[src/rtl/cdjs_pkg.sv]
// Shared types, constants and helpers for the cascaded damped joint smoother.
package cdjs_pkg;

    localparam int POS_W  = 32;
    localparam int ERR_W  = 33;
    localparam int MV_W   = 24;
    localparam int DT_W   = 24;
    localparam int W_W    = 25;
    localparam int T_W    = 40;
    localparam int ACCV_W = 49;
    localparam int MA_W   = 34;
    localparam int MB_W   = 26;
    localparam int PROD_W = MA_W + MB_W;
    localparam int ACC_W  = 76;
    localparam int NUM_W  = 60;
    localparam int DEN_W  = 42;

    localparam logic [DT_W-1:0]  DT_DEFAULT = 24'd16777;
    localparam logic [NUM_W-1:0] OMEGA_MIN  = 60'd19661;
    localparam logic [NUM_W-1:0] OMEGA_MAX  = 60'd19660800;
    localparam logic signed [59:0] TERM_LIMIT = 60'sd274877906944;

    // accumulator shift codes
    localparam logic [1:0] SH_0  = 2'd0;
    localparam logic [1:0] SH_1  = 2'd1;
    localparam logic [1:0] SH_17 = 2'd2;

    typedef struct packed {
        logic       clr;
        logic       sub;
        logic [1:0] shift;
    } cdjs_mac_op_t;

    function automatic logic signed [POS_W-1:0] sat32(input logic signed [52:0] x);
        logic signed [52:0] hi;
        logic signed [52:0] lo;
        hi = 53'sd2147483647;
        lo = -53'sd2147483648;
        if (x > hi)
            sat32 = 32'sh7fffffff;
        else if (x < lo)
            sat32 = 32'sh80000000;
        else
            sat32 = x[POS_W-1:0];
    endfunction

endpackage

[src/rtl/cdjs_div.sv]
// Restoring divider, one quotient bit per cycle.
module cdjs_div
    import cdjs_pkg::*;
(
    input  logic             clk,
    input  logic             rst_n,
    input  logic             start,
    input  logic [NUM_W-1:0] num,
    input  logic [DEN_W-1:0] den,
    output logic             done,
    output logic [NUM_W-1:0] quot
);
    logic [NUM_W-1:0] num_reg;
    logic [DEN_W-1:0] den_reg;
    logic [DEN_W-1:0] rem_reg;
    logic [NUM_W-1:0] quot_reg;
    logic [5:0]       cnt_reg;
    logic             run_reg;
    logic             done_reg;
    logic [DEN_W:0]   rem_shift;
    logic             fits;

    assign rem_shift = {rem_reg, num_reg[NUM_W-1]};
    assign fits      = (rem_shift >= {1'b0, den_reg});

    always_ff @(posedge clk or negedge rst_n)
    begin
        if (!rst_n)
        begin
            run_reg  <= 1'b0;
            done_reg <= 1'b0;
            cnt_reg  <= '0;
        end
        else
        begin
            done_reg <= 1'b0;
            if (start)
            begin
                run_reg <= 1'b1;
                cnt_reg <= 6'(NUM_W - 1);
            end
            else if (run_reg)
            begin
                cnt_reg <= cnt_reg - 6'd1;
                if (cnt_reg == 6'd0)
                begin
                    run_reg  <= 1'b0;
                    done_reg <= 1'b1;
                end
            end
        end
    end

    always_ff @(posedge clk)
    begin
        if (start)
        begin
            num_reg  <= num;
            den_reg  <= den;
            rem_reg  <= '0;
            quot_reg <= '0;
        end
        else if (run_reg)
        begin
            num_reg  <= {num_reg[NUM_W-2:0], 1'b0};
            rem_reg  <= fits ? DEN_W'(rem_shift - {1'b0, den_reg}) : rem_shift[DEN_W-1:0];
            quot_reg <= {quot_reg[NUM_W-2:0], fits};
        end
    end

    assign done = done_reg;
    assign quot = quot_reg;

endmodule

[config.mk]
export PLATFORM = sky130hd
export DESIGN_NAME = cdjs_div
export DESIGN_NICKNAME = d
export VERILOG_FILES = /design/src/rtl/cdjs_pkg.sv /design/src/rtl/cdjs_div.sv
export SDC_FILE = /design/constraint.sdc
export NUM_CORES = 1
export LEC_CHECK = 0
export ABC_AREA = 1
export BUFFER_PORTS_ARGS = -buffer_cell sky130_fd_sc_hd__buf_2
export CAP_MARGIN = 20
export CORE_MARGIN = 2
export CORE_UTILIZATION = 55
export CTS_BUF_LIST = sky130_fd_sc_hd__clkbuf_8
export DETAILED_ROUTE_END_ITERATION = 16
export PLACE_DENSITY = 0.77
export SKIP_LAST_GASP = 1
export SLEW_MARGIN = 15
export SYNTH_ARGS = -nofsm -noshare
export SYNTH_HDL_FRONTEND = slang
export SYNTH_SLANG_ARGS = --single-unit
[constraint.sdc]
create_clock -name clk -period 3.9 [get_ports clk]
set_clock_uncertainty 0.15 [all_clocks]
set_input_delay 0.78 -clock clk [delete_from_list [all_inputs] [get_ports clk]]
set_output_delay 0.78 -clock clk [all_outputs]
set_load 0.03 [all_outputs]
==> insert_results.sql <==
INSERT INTO impl_metrics (metric_group, metric, value, unit) VALUES
('outcome', 'outcome', 'finished, final reports clean', ''),
('clock_network', 'htree_num_levels', '2', ''),
('cells_and_area', 'area_growth_syn_to_layout', '16.2', '%'),
('route', 'drc_errors', '0', ''),
('sta', 'setup_slack', '0.893', 'ns'),
('yosys', 'post_synth_main_area_contributors', 'sky130_fd_sc_hd__edfxtp_1 27%, sky130_fd_sc_hd__nand2_1 18%, sky130_fd_sc_hd__dfxtp_1 18%, sky130_fd_sc_hd__inv_1 7.7%, sky130_fd_sc_hd__ha_1 4.9%', ''),
('place', 'buffer_ports.inserted', '165', ''),
('cells_and_area', 'total_nets_final', '1834', ''),
('clock_network', 'post_cts.resized_instances', '0', ''),
('route', 'drt_first_iter_violations', '716', ''),
('yosys', 'synth_largest_type_area_fraction', '0.270', ''),
('sta', 'slew-limit-headroom', '0.367', ''),
('global_route', 'use_met3', '0.0590', ''),
('yosys', 'ys_async_sr_fraction', '0.0377', ''),
('worst_setup_path', 'worst-endpoint-required', '4.13', 'ns'),
('clock_network', 'cts_buffers', '38', ''),
('clock_network', 'cts_setup_buffers', '0', ''),
('sta', 'report.final.setup_viol', '0', ''),
('yosys', 'synth_top_flop_cell', 'sky130_fd_sc_hd__edfxtp_1', ''),
('hold_path', 'worstHoldPathType', 'input pin to flip-flop', ''),
('worst_setup_path', 'timing.critical_path.arrival', '3.23', 'ns'),
('power', 'power.switching', '2.74', 'mW'),
('clock_network', 'cts_tree', 'yes', ''),
('power', 'power.combinational.fraction', '0.344', ''),
('global_route', 'grt_pass1_wl', '46900', 'µm'),
('yosys', 'synth_enable_flop_cells', '102', ''),
('power', 'power.density', '557', 'nW/µm²'),
('floorplan', 'die_area', '21800', 'µm²'),
('yosys', 'yosysWarnings', '0', ''),
('global_route', 'grt_util_met2', '0.411', ''),
('route', 'routedWlPerCell', '14.4', 'µm'),
('route', 'wirelength', '28500', 'µm'),
('route', 'via_per_inst', '5.13', ''),
('sta', 'min_period_over_period', '0.771', ''),
('clock_network', 'post_cts_hold_buffer_count', '1', ''),
('floorplan', 'top_ports', '166', ''),
('yosys', 'synth_area_per_cell', '7.47', 'µm²'),
('power', 'p_sw_frac', '0.373', ''),
('place', 'dp_cells', '1913', ''),
('yosys', 'seq_area_frac_synth', '0.468', ''),
('global_route', 'grt-ovfl-total', '0', ''),
('power', 'p_clk_frac', '0.278', ''),
('flow_run', 'max_cap_violations', '0', ''),
('sta', 'grt_setup_unrepaired', 'false', ''),
('sta', 'setup-tns-final', '0', 'ns'),
('clock_network', 'clock_edge_transition_at_the_registers_on_the_reported_setup_and_hold_paths', '0.06', 'ns'),
('worst_setup_path', 'end_kind', 'flip-flop', ''),
('clock_network', 'clk-insertion-delay-late', '0.54', 'ns'),
('global_route', 'grt_util_met1', '0.369', ''),
('clock_network', 'clock-sinks', '212', ''),
('clock_network', 'cts-root-buf', 'sky130_fd_sc_hd__clkbuf_8', ''),
('global_route', 'global_route.peak_usage_layer', 'met2', ''),
('sta', 'tightestPinTransition', '0.948', 'ns'),
('sta', 'maxSlewViolCount', '0', ''),
('sta', 'final.min_clock_period', '3.01', 'ns'),
('yosys', 'mappedNetlistArea', '11300', 'µm²'),
('worst_setup_path', 'crit_type', 'flip-flop to flip-flop', ''),
('floorplan', 'rows', '52', ''),
('sta', 'max_freq', '0.333', 'GHz'),
('place', 'place_worst_setup_slack', '0.962', 'ns'),
('power', 'power.sequential.fraction', '0.378', ''),
('power', 'p_total', '7.34', 'mW'),
('place', 'routabilityCongestion', '0.969', ''),
('route', 'drt_pre_antenna_iters', '5', ''),
('floorplan', 'chipWidth', '148', 'µm'),
('yosys', 'post_synth_num_cell_types', '37', ''),
('power', 'p_leak', '6.84', 'nW'),
('global_route', 'grt_util_all_layers', '0.266', ''),
('floorplan', 'placeableCoreArea', '20200', 'µm²'),
('yosys', 'syn_inst', '1517', ''),
('place', 'detailed_place_hpwl', '21000', 'µm');
stage by stage:
| step | hold slack (ns) | util | area (µm²) |
|---|---|---|---|
| floorplan | 0.295 | - | 11300 |
| global placement | 0.286 | 0.613 | 12400 |
| detailed placement | 0.289 | 0.613 | 12400 |
| CTS | 0.237 | 0.651 | 13200 |
| global route | 0.246 | 0.651 | 13200 |
| finish | 0.264 | 0.651 | 13200 |
synth_stat cells, types with 3 or more instances:
cell	instances
sky130_fd_sc_hd__nand2_1	557
sky130_fd_sc_hd__inv_1	232
sky130_fd_sc_hd__nor2_1	125
sky130_fd_sc_hd__dfxtp_1	102
sky130_fd_sc_hd__edfxtp_1	102
sky130_fd_sc_hd__o22ai_1	57
sky130_fd_sc_hd__nand3_1	53
sky130_fd_sc_hd__ha_1	44
sky130_fd_sc_hd__a21oi_1	40
sky130_fd_sc_hd__nand4_1	38
sky130_fd_sc_hd__clkbuf_1	28
sky130_fd_sc_hd__o21ai_0	16
sky130_fd_sc_hd__nand3b_1	15
sky130_fd_sc_hd__nor2_2	14
sky130_fd_sc_hd__xnor2_1	12
sky130_fd_sc_hd__buf_1	11
sky130_fd_sc_hd__xor2_1	9
sky130_fd_sc_hd__buf_2	8
sky130_fd_sc_hd__dfrtp_1	8
sky130_fd_sc_hd__o211ai_1	8
sky130_fd_sc_hd__o21bai_1	6
sky130_fd_sc_hd__inv_2	5
sky130_fd_sc_hd__nor3_1	5
sky130_fd_sc_hd__a21o_1	3
critical path, cell delays in order (launching register included):
cell and delay, ns:
sky130_fd_sc_hd__edfxtp_1 0.36, sky130_fd_sc_hd__inv_1 0.11, sky130_fd_sc_hd__ha_1 0.26, sky130_fd_sc_hd__nand2_1 0.08, sky130_fd_sc_hd__inv_1 0.05, sky130_fd_sc_hd__nand2_1 0.05
sky130_fd_sc_hd__nand3_1 0.15, sky130_fd_sc_hd__nand2_1 0.11, sky130_fd_sc_hd__nand3_1 0.17, sky130_fd_sc_hd__nand2_1 0.13, sky130_fd_sc_hd__nand2_2 0.09, sky130_fd_sc_hd__nand2_4 0.33
sky130_fd_sc_hd__nand2_8 0.24, sky130_fd_sc_hd__nand2_4 0.30, sky130_fd_sc_hd__nor2_1 0.09, sky130_fd_sc_hd__nor2_1 0.09, sky130_fd_sc_hd__nor2_1 0.04
power groups by stage:
stage | Combinational [mW] | Sequential, mW | Clock, mW
after floorplan | 1.90 | 2.77 | 0
after global placement | 2.48 | 2.81 | 0
after detailed placement | 2.49 | 2.81 | 0
after CTS | 2.51 | 2.77 | 2.08
after global routing | 2.86 | 2.80 | 2.18
final | 2.53 | 2.78 | 2.04
cell usage in the layout, fill, tap and decap left out, types with 16 or more instances in the layout:
cell type and count:
sky130_fd_sc_hd__buf_2 164, sky130_fd_sc_hd__o21ai_0 16, sky130_fd_sc_hd__nor2_1 125, sky130_fd_sc_hd__nand4_1 38, sky130_fd_sc_hd__ha_1 44, sky130_fd_sc_hd__edfxtp_1 102, sky130_fd_sc_hd__o22ai_1 57, sky130_fd_sc_hd__nand3_1 53
sky130_fd_sc_hd__dfxtp_1 102, sky130_fd_sc_hd__a21oi_1 40, sky130_fd_sc_hd__clkbuf_8 45, sky130_fd_sc_hd__nand2_1 557, sky130_fd_sc_hd__inv_1 245
final cells by class:
cell class / instances / area, µm²
Tap cell: 270 / 338
Clock inverter: 23 / 140
Antenna cell: 1 / 2.50
Sequential cell: 212 / 5310
Multi-Input combinational cell: 1016 / 4920
Inverter: 239 / 900
Timing Repair Buffer: 177 / 946
Fill cell: 1797 / 7060
Clock buffer: 45 / 619
final timing paths:
| path | to | depth (start not counted) | slack [ns] | start |
|---|---|---|---|---|
| setup reg to reg | rem_reg[41]$_SDFFE_PP0P_ | 16 | 0.89 | den_reg[1]$_DFFE_PP_ |
| hold reg to reg | quot[59]$_SDFFE_PP0P_ | 2 | 0.30 | quot[59]$_SDFFE_PP0P_ |
| min in group asynchronous | cnt_reg[3]$_DFFE_PN0P_ | 2 | 0.47 | rst_n |
| max in group asynchronous | run_reg$_DFF_PN0_ | 2 | 2.94 | rst_n |
| setup / recovery | rem_reg[41]$_SDFFE_PP0P_ | 16 | 0.89 | den_reg[1]$_DFFE_PP_ |
| hold / removal | den_reg[15]$_DFFE_PP_ | 1 | 0.26 | den[15] |
per-layer routing:
metal | share of wire | vias up
li1 | - | 5151
met1 | 0.45 | 4618
met2 | 0.44 | 346
met3 | 0.082 | 65
met4 | 0.029 | 0
met5 | 0 | -
logic make-up after synthesis:
family,after synthesis,synth area share
simple gates,816,0.298
buf+inv,289,0.0979
compound gates,134,0.0697
fa+ha+maj,45,0.0503
xor+xnor,21,0.0162
flops,212,0.468
(Power assumes the default switching activity.)
